`config.mk`:
```
export PLATFORM = sky130hd
export DESIGN_NAME = temperature_outlier_hold_filter
export DESIGN_NICKNAME = d
export VERILOG_FILES = /design/src/rtl/toh_pkg.sv /design/src/rtl/toh_cell.sv /design/src/rtl/toh_judge.sv /design/src/rtl/temperature_outlier_hold_filter.sv
export SDC_FILE = /design/constraint.sdc
export NUM_CORES = 1
export LEC_CHECK = 0
export BUFFER_PORTS_ARGS = -buffer_cell sky130_fd_sc_hd__buf_2
export CORE_UTILIZATION = 55
export CTS_CLUSTER_SIZE = 20
export DETAILED_ROUTE_END_ITERATION = 16
export GPL_ROUTABILITY_DRIVEN = 0
export GPL_TIMING_DRIVEN = 0
export PLACE_DENSITY = 0.71
export SETUP_SLACK_MARGIN = 0.15
export SLEW_MARGIN = 20
export SYNTH_ARGS = -nofsm -noshare
export SYNTH_HDL_FRONTEND = slang
export SYNTH_HIERARCHICAL = 1
export SYNTH_SLANG_ARGS = --single-unit
export TNS_END_PERCENT = 5
```
`constraint.sdc`:
```
create_clock -name clk -period 25.2 [get_ports clk]
set_input_delay 7.56 -clock clk [delete_from_list [all_inputs] [get_ports clk]]
set_output_delay 7.56 -clock clk [all_outputs]
set_load 0.03 [all_outputs]
```
`src/rtl/toh_pkg.sv`:
```
// ----------------------------------------------------------------------------
// toh_pkg
// Shared types and constants for the temperature outlier-hold filter.
// ----------------------------------------------------------------------------
package toh_pkg;

  localparam int TEMP_W    = 13;
  localparam int MAX_DEPTH = 16;
  localparam int DEPTH_DEF = 5;
  localparam int CNT_W     = $clog2(MAX_DEPTH + 1);
  localparam int SUM_W     = TEMP_W + CNT_W;
  localparam int PROD_W    = TEMP_W + CNT_W + 1;
  localparam int DIFF_W    = PROD_W + 1;

  localparam logic signed [TEMP_W-1:0] TEMP_LIMIT = TEMP_W'(2550);
  localparam logic signed [TEMP_W-1:0] TEMP_EMPTY = -TEMP_W'(2550);

  typedef struct packed {
    logic signed [TEMP_W-1:0] reading;
    logic                     reading_valid;
  } in_t;

  typedef struct packed {
    logic signed [TEMP_W-1:0] filtered_temp;
    logic                     held_previous;
  } out_t;

  // running sum and count handed along the cell row
  typedef struct packed {
    logic signed [SUM_W-1:0] sum;
    logic [CNT_W-1:0]        cnt;
  } chain_t;

endpackage

```
`src/rtl/toh_cell.sv`:
```
// ----------------------------------------------------------------------------
// toh_cell
// One history entry: holds a sample and its mark, shifts on each beat and
// adds its sample to the running sum when it counts.
// ----------------------------------------------------------------------------
module toh_cell
  import toh_pkg::*;
(
  input  logic                     clk,
  input  logic                     rst_n,
  input  logic                     shift_en,
  input  logic signed [TEMP_W-1:0] value_in,
  input  logic                     mark_in,
  input  chain_t                   chain_in,
  output logic signed [TEMP_W-1:0] value_out,
  output logic                     mark_out,
  output chain_t                   chain_out
);

  logic signed [TEMP_W-1:0] value_r;
  logic                     mark_r;
  logic                     counted;

  always_ff @(posedge clk) begin
    if (shift_en) begin
      value_r <= value_in;
    end
  end

  always_ff @(posedge clk) begin
    if (!rst_n) begin
      mark_r <= 1'b0;
    end else if (shift_en) begin
      mark_r <= mark_in;
    end
  end

  assign counted   = mark_r && (value_r > TEMP_EMPTY);
  assign value_out = value_r;
  assign mark_out  = mark_r;

  always_comb begin
    chain_out = chain_in;
    if (counted) begin
      chain_out.sum = chain_in.sum + {{(SUM_W-TEMP_W){value_r[TEMP_W-1]}}, value_r};
      chain_out.cnt = chain_in.cnt + CNT_W'(1);
    end
  end

endmodule

```
`src/rtl/toh_judge.sv`:
```
// ----------------------------------------------------------------------------
// toh_judge
// Outlier test: hold when the sample is invalid or when
// |sum - n*cur| > |sum - n*prev|.
// ----------------------------------------------------------------------------
module toh_judge
  import toh_pkg::*;
(
  input  logic signed [TEMP_W-1:0] cur,
  input  logic                     cur_valid,
  input  logic signed [TEMP_W-1:0] prev,
  input  chain_t                   total,
  output logic                     hold
);

  logic signed [CNT_W:0]    n_s;
  logic signed [PROD_W-1:0] prod_cur;
  logic signed [PROD_W-1:0] prod_prev;
  logic signed [DIFF_W-1:0] sum_ext;
  logic signed [DIFF_W-1:0] diff_cur;
  logic signed [DIFF_W-1:0] diff_prev;
  logic [DIFF_W-1:0]        abs_cur;
  logic [DIFF_W-1:0]        abs_prev;

  assign n_s       = {1'b0, total.cnt};
  assign prod_cur  = PROD_W'(n_s) * PROD_W'(cur);
  assign prod_prev = PROD_W'(n_s) * PROD_W'(prev);
  assign sum_ext   = {{(DIFF_W-SUM_W){total.sum[SUM_W-1]}}, total.sum};
  assign diff_cur  = sum_ext - {{(DIFF_W-PROD_W){prod_cur[PROD_W-1]}}, prod_cur};
  assign diff_prev = sum_ext - {{(DIFF_W-PROD_W){prod_prev[PROD_W-1]}}, prod_prev};
  assign abs_cur   = diff_cur[DIFF_W-1]  ? DIFF_W'(-diff_cur)  : DIFF_W'(diff_cur);
  assign abs_prev  = diff_prev[DIFF_W-1] ? DIFF_W'(-diff_prev) : DIFF_W'(diff_prev);
  assign hold      = !cur_valid || (abs_cur > abs_prev);

endmodule

```
`src/rtl/temperature_outlier_hold_filter.sv`:
```
// Output: a result is registered on out_ when its input beat is taken, or
// into the skid stage while out_ is stalled. Throughput: one beat per cycle
// while in_stall is low; the row's sum and the outlier test are combinational,
// and a skid stage keeps intake going for one beat while the output is stalled.
// Reset: synchronous, active low; history marks clear, last value = -2550.
// ----------------------------------------------------------------------------
// temperature_outlier_hold_filter
// Ring of recent samples as a row of shifting cells, averaged and compared
// against the last accepted value to hold off outliers.
// ----------------------------------------------------------------------------
module temperature_outlier_hold_filter
  import toh_pkg::*;
#(
  parameter int HISTORY_DEPTH = DEPTH_DEF
) (
  input  logic clk,
  input  logic rst_n,
  input  logic in_valid,
  output logic in_stall,
  input  in_t  in_data,
  output logic out_valid,
  input  logic out_stall,
  output out_t out_data
);

  logic                     in_acc;
  logic                     out_acc;
  logic signed [TEMP_W-1:0] cur;
  logic                     hold;
  out_t                     res;
  chain_t                   head_chain;

  logic signed [TEMP_W-1:0] last_r, last_nxt;
  logic                     out_valid_r, out_valid_nxt;
  out_t                     out_data_r, out_data_nxt;
  logic                     skid_valid_r, skid_valid_nxt;
  out_t                     skid_data_r, skid_data_nxt;

  logic signed [TEMP_W-1:0] sh_value [HISTORY_DEPTH];
  logic                     sh_mark  [HISTORY_DEPTH];
  chain_t                   chain    [HISTORY_DEPTH];

  assign in_acc  = in_valid && !in_stall;
  assign out_acc = out_valid_r && !out_stall;

  always_comb begin
    if (in_data.reading > TEMP_LIMIT) begin
      cur = TEMP_LIMIT;
    end else if (in_data.reading < TEMP_EMPTY) begin
      cur = TEMP_EMPTY;
    end else begin
      cur = in_data.reading;
    end
  end

  // head of the row: the new sample
  assign sh_value[0] = cur;
  assign sh_mark[0]  = in_data.reading_valid;

  always_comb begin
    head_chain = '0;
    if (in_data.reading_valid && (cur > TEMP_EMPTY)) begin
      head_chain.sum = {{(SUM_W-TEMP_W){cur[TEMP_W-1]}}, cur};
      head_chain.cnt = CNT_W'(1);
    end
  end

  assign chain[0] = head_chain;

  for (genvar i = 0; i < HISTORY_DEPTH - 1; i++) begin : g_cell
    toh_cell u_cell (
      .clk       (clk),
      .rst_n     (rst_n),
      .shift_en  (in_acc),
      .value_in  (sh_value[i]),
      .mark_in   (sh_mark[i]),
      .chain_in  (chain[i]),
      .value_out (sh_value[i+1]),
      .mark_out  (sh_mark[i+1]),
      .chain_out (chain[i+1])
    );
  end

  toh_judge u_judge (
    .cur       (cur),
    .cur_valid (in_data.reading_valid),
    .prev      (last_r),
    .total     (chain[HISTORY_DEPTH-1]),
    .hold      (hold)
  );

  always_comb begin
    res.filtered_temp = hold ? last_r : cur;
    res.held_previous = hold;
  end

  always_comb begin
    last_nxt       = last_r;
    out_valid_nxt  = out_valid_r;
    out_data_nxt   = out_data_r;
    skid_valid_nxt = skid_valid_r;
    skid_data_nxt  = skid_data_r;
    if (in_acc && !hold) begin
      last_nxt = cur;
    end
    if (skid_valid_r) begin
      if (out_acc) begin
        out_data_nxt   = skid_data_r;
        skid_valid_nxt = 1'b0;
      end
    end else if (in_acc) begin
      if (out_valid_r && out_stall) begin
        skid_data_nxt  = res;
        skid_valid_nxt = 1'b1;
      end else begin
        out_data_nxt  = res;
        out_valid_nxt = 1'b1;
      end
    end else if (out_acc) begin
      out_valid_nxt = 1'b0;
    end
  end

  always_ff @(posedge clk) begin
    if (!rst_n) begin
      last_r       <= TEMP_EMPTY;
      out_valid_r  <= 1'b0;
      skid_valid_r <= 1'b0;
    end else begin
      last_r       <= last_nxt;
      out_valid_r  <= out_valid_nxt;
      skid_valid_r <= skid_valid_nxt;
    end
  end

  always_ff @(posedge clk) begin
    out_data_r  <= out_data_nxt;
    skid_data_r <= skid_data_nxt;
  end

  assign in_stall  = skid_valid_r;
  assign out_valid = out_valid_r;
  assign out_data  = out_data_r;

`ifndef SYNTHESIS
  a_skid_needs_out: assert property (@(posedge clk) disable iff (!rst_n)
    skid_valid_r |-> out_valid_r)
    else $error("skid beat held without output beat");

  a_skid_drains: assert property (@(posedge clk) disable iff (!rst_n)
    (skid_valid_r && out_acc) |=> (out_valid_r && !skid_valid_r))
    else $error("skid beat not moved to output");

  a_hold_keeps_last: assert property (@(posedge clk) disable iff (!rst_n)
    (in_acc && !in_data.reading_valid) |=> $stable(last_r))
    else $error("invalid sample changed last accepted value");

  a_count_bound: assert property (@(posedge clk) disable iff (!rst_n)
    chain[HISTORY_DEPTH-1].cnt <= CNT_W'(HISTORY_DEPTH))
    else $error("history count exceeds depth");
`endif

endmodule
```
# Word level (Yosys, flattened, before mapping)
# Cells that the tools add are included.
# W data, S select, Z words.
# word_totals
reg_bits	99
latch_bits	0
ramBits	0
rom_bits	0
n_memories	0
# classes
n_addsub	12
mul	2
div_mod_pow	0
order_cmp	8
n_eq_ne	3
shifts	0
mux	21
bitwise_logic	1
n_reduce_logical	19
# ops
operator	count
$mux W23	5
$gt A13 B13 Y1 const B	6
$add A18 B18 Y18	4
$mux W14	4
$mux W20	2
$neg A20 Y20	2
$sub A18 B19 Y20	2
$mux W13	3
$mul A6 B13 Y19	2
$add A5 B1 Y5 const B	4
$gt A20 B20 Y1	1
$lt A13 B13 Y1 const B	1
$logic_and A1 B1 Y1	9
$reduce_and A3 Y1	3
$mux W1	7
$ne A2 B2 Y1 const B	3
$logic_not A1 Y1	4
$reduce_bool A2 Y1	2
$logic_or A1 B1 Y1	1
$not A1 Y1	1

# Longest topological paths before layout
# Gate-level depths: netlist of run 1.
# logic_depth
depth_word	24
mapped_depth	68
depth_no_buf	66

# Cells and area by module
# Netlist of run 1, hierarchy kept.
# by_module_without_submodules
module	n_inst	cells_each	area_each_um2	seq_area_each_um2
toh_judge	1	979	7817.5	0.0
toh_cell (g_cell[1].u_cell ...)	3	174	1480.2	410.4
temperature_outlier_hold_filter	1	246	2343.5	1141.1
toh_cell (g_cell[0].u_cell)	1	178	1534.0	410.4

# Least setup slack after synthesis of run 1
# Ideal clock, no wire load.
# synth_path
path_kind	input port to flip-flop
start	in in_data[11] in the netlist's numbering
end	reg last_r[6]
setup_time_ps	74
arrival_time_ps	20384
slack_ps	4742
cell_stages	60
n_path_buf	3
path_cell_list	or4b_4 a2111o_1 a221oi_4 buf_6 a2111oi_0 ha_1 fa_1 a21o_1 a21oi_1 xor2_1 o21ai_0 ha_1 a21oi_1 o21ai_0 xnor2_1 o21ai_0 ha_1 a21oi_1 [24 not listed] nor3_1 o31ai_1 xnor2_1 ha_1 a21o_1 a21o_1 a21o_1 a21o_1 a21o_1 a21o_1 a21oi_1 nor3_1 o31a_1 clkbuf_1 nor2_1 clkbuf_1 o21ai_0 a31oi_1
# synth_rtl
element	line_no	text
from (decl)	temperature_outlier_hold_filter.sv:20	input in_t in_data,
to (signal assigned)	temperature_outlier_hold_filter.sv:130	last_r <= last_nxt;
to (decl)	temperature_outlier_hold_filter.sv:33	logic signed [TEMP_W-1:0] last_r, last_nxt;

==> run metrics, run 1 <==
commonest non-fill, non-tap cell in the layout inv_1; peak fanout along the critical path 10; first-pass GRT wire length 70.4 mm; postcts setup bufs 0; min cycle time layout approximately 23000 ps; Worst path depth 61; Initial Util 56.1%; unique cell type count in the Yosys netlist between 90 and 100; Clock Tree Buf Depth 2; initial antenna violation count 1; sequential fraction of the synthesis area 17.2%; Post-DP HPWL 35.1 mm; crit-path leading delay family compound AO/OA/AOI/OAI gates; commonest non-fill, non-tap cells in the layout inv_1 (242), nand2_1 (210), ha_1 (177), and2_1 (123), fa_1 (120); Post-Place Cells 2352; Post-synth top flop edfxtp_1; Layout Skew between 9 and 10 ps; Total GRT Usage 29.2%; Vias 14.1k; register bit total from synthesis 99; final hold vios 0; Synth async-reset ratio 0%; # clock sinks 99; Layout Cells excl Fill 2368; count of final setup violators 0; run status finished, final reports clean; number of H-tree levels 3; Slew Limit Fails 0; Post-CTS Hold Fix Bufs 0; Most common cell on crit path a21o_1; fin crit share between 90% and 100%; top-area cell type share of the netlist area 14.9%; final worst slack 2410 ps; via/cell ratio between 5 and 6; crit path DAT 23070 ps; Worst Path Buf+Inv 6; TritonCTS clock tree done; CP Class in -> reg; nets 2294; largest cells by area after synthesis edfxtp_1 (15%), fa_1 (15%), ha_1 (14%); area delta synth->final 6.09%; CP required 25470 ps; port bufs 33; CP Capture Type flop; Reg2Reg Depth 57; fmax 0.0439 GHz; setup_tns 0 ps; Hold Path Stages 0; Detailed Route Iter0 Violations 974; antenna-violating nets left 0; average cell area after synthesis 8.38 sq um; FP Rows 62; drt pass-1 iters 5; Syn. warnings 6; Critical Path Max Stage Delay just under 800 ps; Die Ht 173 um; placement-stage worst setup slack roughly 2300 ps; vias in the first global route 13.9k; Slew HR 25.5%; CTS clk-pin slew, worst paths ~70 ps; Mapped Area 16100 sq um; Slowest-stage cell, CP nor3_1; ant diodes 0; die width 173 um; area leader, netlist edfxtp_1; DIE AREA 30000 sq um; EDFF count, synth 80; CTS Root Cell clkbuf_16; Syn Inst Count between 1.5k and 2k; drt drc 0; total CTS buffers 9; max-cap viol count 0; Routed WL 42.9 mm; Core ar. 28800 sq um; total grt overflow 0; layout cells sized above 1 5.59%; unrepaired setup endpoints after global routing false; hold_ws approximately 500 ps; IO Pins 34; CP startpoint kind input pin; largest net degree at the start of global routing between 50 and 60; Worst Hold Class reg -> reg; routed len/inst around 18 um; Post-CTS Resized 0; Clock Latency Late Sink 350 ps; actual slew at the worst max-slew pin 1100 ps
## sequential cells by signal (all words and copies together), names as in the netlist
register / count
out_valid: 1
out_data: 14
last_r: 13
g_cell.u_cell/value_out: 52
skid_data_r: 14
in_stall: 1
g_cell.u_cell/mark_out: 4
## layer usage
metal  vias to the layer above  GRT usage, %  wire length [um]
met5                         -             0                16
li1                       6792             -                 -
met3                        58          4.28              3110
met1                      6721          40.4             19100
met2                       479          47.8             19600
met4                         2          7.30              1030
## per-stage QoR
stage          instance area, sq um  util (%)
2_1_floorplan                 16200         -
3_3_place_gp                  16800      58.4
3_5_place_dp                  16800      58.5
4_1_cts                       17100      59.5
5_1_grt                       17100      59.5
6_report                      17100      59.5
## path summary, 6_finish.rpt
kind	startpoint	end	slack, ps
worst min register to register	g_cell[0].u_cell/value_out[8]	g_cell[1].u_cell/value_out[8]	500
worst max-delay path	in_data[9]	last_r[6]	2410
worst max register to register	g_cell[0].u_cell/value_out[12]	last_r[6]	10780
worst min-delay path	g_cell[0].u_cell/value_out[8]	g_cell[1].u_cell/value_out[8]	500
## logic make-up (layout without fill, tap and decap cells)
group,after synthesis,in the layout,share of synthesized area (%)
simple gates,610,610,19.0
compound gates,471,471,19.5
buf+inv,299,350,7.44
fa+ha+maj,297,297,28.6
xor+xnor,140,140,7.60
flops,99,99,17.2
mux,8,8,0.496
other cells,1,9,0.0232
## synth_stat cells (all sizes together) (11+ instances only)
master and number:
inv 246, nand2 213, ha 177, o21ai 131, and2 123, fa 120
a21oi 102, xnor2 91, edfxtp 80, nor2 79, xor2 49, nand3 41
a21o 39, nor3 36, clkbuf 34, a31oi 27, o31ai 27, nand2b 26
nand4 22, nor2b 20, dfxtp 19, buf 18, o211ai 16, o21a 16
a211oi 15, o41ai 11
## cell type report
cell class | count | area [sq um]
Buffer | 53 | 278
Clock buffer | 9 | 225
Clock inverter | 7 | 60.1
Fill cell | 2600 | 11700
Inverter | 246 | 926
Multi-Input combinational cell | 1535 | 12200
Sequential cell | 99 | 2780
Tap cell | 384 | 480
Timing Repair Buffer | 35 | 178
Power of run 1 is left out: the tool's default activity adds up to more than one toggle a clock period on the data nets, which glitch-free logic cannot reach.
==> run 2, diff against run 1 <==
BUFFER_PORTS_ARGS = unset   (was -buffer_cell sky130_fd_sc_hd__buf_2)
DONT_BUFFER_PORTS = 1   (was unset)
GPL_ROUTABILITY_DRIVEN = 1   (was 0)
PLACE_DENSITY = 0.7   (was 0.71)
==> run 2 against run 1 <==
Sequential cell count unchanged. Clock skew up 6.7 ps. First-iteration DRC count decreased by 2.2%. Critical endpoint is now last_r[8]. Largest cell class unchanged.
==> run metrics, run 2 (same netlist as run 1, synthesis figures left out) <==
run status finished, final reports clean (unchanged); Layout Skew 16.0 ps (was 9.27 ps); unrepaired setup endpoints after global routing false (unchanged); area delta synth->final 5.20% (was 6.09%); Core ar. 28800 sq um (unchanged); Total GRT Usage 29.2% (about the same); Post-CTS Resized 0 (unchanged); antenna-violating nets left 0 (unchanged); Worst Path Buf+Inv 6 (unchanged); initial antenna violation count 0 (was 1); Slowest-stage cell, CP o311ai_0 (was nor3_1); CTS Root Cell clkbuf_16 (unchanged); setup_tns 0 ps (unchanged); Slew HR 28.6% (was 25.5%); number of H-tree levels 3 (unchanged); total grt overflow 0 (unchanged); Clock Tree Buf Depth 2 (unchanged); Critical Path Max Stage Delay 880 ps (was 780 ps); crit-path leading delay family compound AO/OA/AOI/OAI gates (unchanged); die width 173 um (unchanged); fin crit share 90.8% (was 90.4%); drt drc 0 (unchanged); Detailed Route Iter0 Violations 953 (was 974); Worst Hold Class reg -> reg (unchanged); Vias 13.8k (was 14.1k); via/cell ratio 5.92 (was 5.93); Initial Util 56.1% (unchanged); crit path DAT 23160 ps (was 23070 ps); CP Capture Type flop (unchanged); Post-DP HPWL 35.4 mm (was 35.1 mm); peak fanout along the critical path 10 (unchanged); hold_ws 499 ps (was 503 ps); min cycle time layout 22880 ps (was 22790 ps); Post-CTS Hold Fix Bufs 0 (unchanged); TritonCTS clock tree done (unchanged); design area 17000 sq um (was 17100 sq um); largest net degree at the start of global routing 58 (unchanged); Clock Latency Late Sink 350 ps (about the same); actual slew at the worst max-slew pin 1060 ps (was 1100 ps); CP required 25490 ps (was 25470 ps); port bufs 0 (was 33); drt pass-1 iters 5 (unchanged); count of final setup violators 0 (unchanged); postcts setup bufs 0 (unchanged); Routed WL 42.7 mm (was 42.9 mm); Slew Limit Fails 0 (unchanged); CTS clk-pin slew, worst paths 80 ps (was 70 ps); IO Pins 34 (unchanged); max-cap viol count 0 (unchanged); vias in the first global route 13.5k (was 13.9k); # clock sinks 99 (unchanged); commonest non-fill, non-tap cells in the layout inv_1 (242), nand2_1 (210), ha_1 (177), and2_1 (123), fa_1 (120) (unchanged); first-pass GRT wire length 69.9 mm (was 70.4 mm); fmax 0.0437 GHz (was 0.0439 GHz); dpl cell area 16700 sq um (was 16800 sq um); gpl congestion between 0.9 and 1; Most common cell on crit path a21o_1 (unchanged); commonest non-fill, non-tap cell in the layout inv_1 (unchanged); layout cells sized above 1 4.00% (was 5.59%); Final Util 59.0% (was 59.5%); final hold vios 0 (unchanged); CP startpoint kind input pin (unchanged); FP Rows 62 (unchanged); ant diodes 0 (unchanged); DIE AREA 30000 sq um (unchanged); nets 2261 (was 2294); total CTS buffers 9 (unchanged); CP Class in -> reg (unchanged); Die Ht 173 um (unchanged); max reg flops 52 (unchanged); routed len/inst 18.3 um (was 18.1 um)
## run 2: cell type report
type,instances,area (sq um)
multi-input combinational,1535,12200
fill,2613,11800
sequential,99,2780
inverter,246,926
tap,384,480
buffer,53,278
clock buffer,9,225
clock inverter,7,81.3
timing repair buffer,2,12.5
## run 2: path summary, 6_finish.rpt
kind / from / end / slack, ps / cells past startpoint
setup / recovery: in_data[9] / last_r[8] / 2320 / 61
setup reg to reg: g_cell[0].u_cell/value_out[12] / last_r[8] / 10730 / 59
hold reg to reg: g_cell[2].u_cell/value_out[3] / g_cell[3].u_cell/value_out[3] / 500 / 0
hold / removal: g_cell[2].u_cell/value_out[3] / g_cell[3].u_cell/value_out[3] / 500 / 0
## run 2: through the flow
| stage | setup slack [ps] | cells |
|---|---|---|
| final | 2320 | 2335 |
| after floorplan | 4740 | 1933 |
| after CTS | 2450 | 2335 |
| after global placement | 2310 | 2317 |
| after global routing | 1250 | 2335 |
| after detailed placement | 2110 | 2319 |
## run 2: routing by layer
layer,up-vias,global-route usage (%),wire (um)
li1,6707,-,-
met1,6659,40.1,19400
met2,405,47.2,19500
met3,59,4.76,2670
met4,0,8.63,1190
met5,-,0,0
Power of run 2 is left out for the same reason.
==> run 3, diff against run 2 <==
PLACE_DENSITY = 0.81   (was 0.7)
RECOVER_POWER = 100   (was unset)
SLEW_MARGIN = 15   (was 20)
==> run 3 against run 2 <==
The run now ends with max-capacitance violations, max-slew violations left. Hold slack got worse by 12 ps. Clock skew fell by 5.4 ps. Fmax fell by 1.7%. Cell area fell by 0.35%. First-iteration DRC count rose by 26%. Non-clock buffer count rose by 1. Highest routed layer unchanged.
==> run metrics, run 3 (same netlist as run 1, synthesis figures left out) <==
TritonCTS clock tree done (unchanged); count of final setup violators 0 (unchanged); routed len/inst 18.3 um (about the same); Slew HR -17.1% (was 28.6%); # clock sinks 99 (unchanged); FP Rows 62 (unchanged); setup_tns 0 ps (unchanged); placement-stage worst setup slack 2600 ps (was 2110 ps); number of H-tree levels 3 (unchanged); postcts setup bufs 0 (unchanged); Layout Skew 10.6 ps (was 16.0 ps); fmax 0.0430 GHz (was 0.0437 GHz); crit path DAT 23530 ps (was 23160 ps); drt drc 0 (unchanged); unrepaired setup endpoints after global routing false (unchanged); final hold vios 0 (unchanged); CP Class in -> reg (unchanged); final worst slack 1930 ps (was 2320 ps); peak fanout along the critical path 10 (unchanged); Post-CTS Resized 0 (unchanged); CTS clk-pin slew, worst paths 70 ps (was 80 ps); vias in the first global route 13.7k (was 13.5k); Most common cell on crit path a21o_1 (unchanged); Hold Path Sink g_cell[3].u_cell/value_out[7] (was g_cell[3].u_cell/value_out[3]); Reg2Reg Depth 57 (was 59); actual slew at the worst max-slew pin 1760 ps (was 1060 ps); failing checks max-capacitance violations, max-slew violations; port bufs 0 (unchanged); commonest non-fill, non-tap cell in the layout inv_1 (unchanged); FF-to-FF Start g_cell[0].u_cell/value_out[12] (unchanged); antenna-violating nets left 0 (unchanged); Hold Crit Start g_cell[2].u_cell/value_out[7] (was g_cell[2].u_cell/value_out[3]); CP required 25470 ps (was 25490 ps); IO Pins 34 (unchanged); Core ar. 28800 sq um (unchanged); via/cell ratio 6.10 (was 5.92); run status finished with violations (was finished, final reports clean); FILL cells 2534 (was 2613); commonest non-fill, non-tap cells in the layout inv_1 (243), nand2_1 (210), ha_1 (177), and2_1 (123), fa_1 (120) (was inv_1 (242), nand2_1 (210), ha_1 (177), and2_1 (123), fa_1 (120)); max-cap viol count 1 (was 0); Die Ht 173 um (unchanged); Detailed Route Iter0 Violations 1204 (was 953); CP startpoint kind input pin (unchanged); area delta synth->final 4.83% (was 5.20%); nets 2262 (was 2261); r2r setup slk 10620 ps (was 10730 ps); gpl congestion 0.958 (was 0.920); total grt overflow 0 (unchanged); layout cells sized above 1 3.43% (was 4.00%); Total GRT Usage 28.5% (was 29.2%); fin crit share 92.3% (was 90.8%); drt pass-1 iters 5 (unchanged); total CTS buffers 9 (unchanged); flip-flop and latch area 2780 sq um (unchanged); Post-DP HPWL 34.8 mm (was 35.4 mm); initial antenna violation count 0 (unchanged); Clock Tree Buf Depth 2 (unchanged); min cycle time layout 23270 ps (was 22880 ps); Initial Util 56.1% (unchanged); Routed WL 42.7 mm (about the same); CTS Root Cell clkbuf_16 (unchanged); Hold Path Stages 0 (unchanged); Slew Limit Fails 32 (was 0); first-pass GRT wire length 69.0 mm (was 69.9 mm); Critical Path Max Stage Delay 810 ps (was 880 ps); Clock Latency Late Sink 340 ps (was 350 ps); reg2reg end last_r[7] (was last_r[8]); max reg flops 52 (unchanged); die width 173 um (unchanged); Vias 14.3k (was 13.8k); Post-CTS Hold Fix Bufs 0 (unchanged); Slowest-stage cell, CP o21ai_0 (was o311ai_0); Worst Hold Class reg -> reg (unchanged); CP Capture Type flop (unchanged); Multi-input gate area 12200 sq um (about the same); largest net degree at the start of global routing 32 (was 58); DIE AREA 30000 sq um (unchanged)
[run 3: worst max path at each step]
| stage | start | endpoint | slack (ps) |
|---|---|---|---|
| after floorplan | in_data[11] | last_r[6] | 4740 |
| after global placement | in_data[11] | last_r[7] | 2830 |
| after detailed placement | in_data[11] | last_r[7] | 2600 |
| after CTS | in_data[9] | last_r[7] | 2800 |
| after global routing | in_data[11] | last_r[8] | 930 |
| final | in_data[11] | last_r[7] | 1930 |
[run 3: final cells by class]
cell class / instances / area share, %
Buffer: 53 / 1.51
Clock inverter: 5 / 0.370
Tap cell: 384 / 2.84
Timing Repair Buffer: 3 / 0.0888
Antenna cell: 1 / 0.0148
Multi-Input combinational cell: 1535 / 71.9
Inverter: 246 / 5.46
Clock buffer: 11 / 1.38
Sequential cell: 99 / 16.5
[run 3: worst max-delay path: cells and delay by family]
family | cells | cell delay (ps)
xor+xnor | 5 | 800
compound gates | 29 | 7470
buf+inv | 6 | 1440
fa+ha+maj | 10 | 3800
simple gates | 9 | 2440
[run 3: metrics by stage]
| step | instances | hold WS (ps) | area (sq um) | util [%] |
|---|---|---|---|---|
| 2_1_floorplan | 1933 | 445 | 16200 | - |
| 3_3_place_gp | 2317 | 467 | 16600 | 57.8 |
| 3_5_place_dp | 2320 | 475 | 16700 | 58.0 |
| 4_1_cts | 2336 | 484 | 17000 | 59.0 |
| 5_1_grt | 2336 | 490 | 16900 | 58.8 |
| 6_report | 2337 | 487 | 16900 | 58.8 |
[run 3: per-layer routing]
metal | up-vias | wire length (um) | GRT usage (%)
li1 | 6722 | - | -
met4 | 0 | 1310 | 9.07
met5 | - | 0 | 0
met2 | 604 | 19700 | 46.3
met3 | 81 | 3380 | 4.01
met1 | 6860 | 18300 | 39.3
Power of run 3 is left out for the same reason.
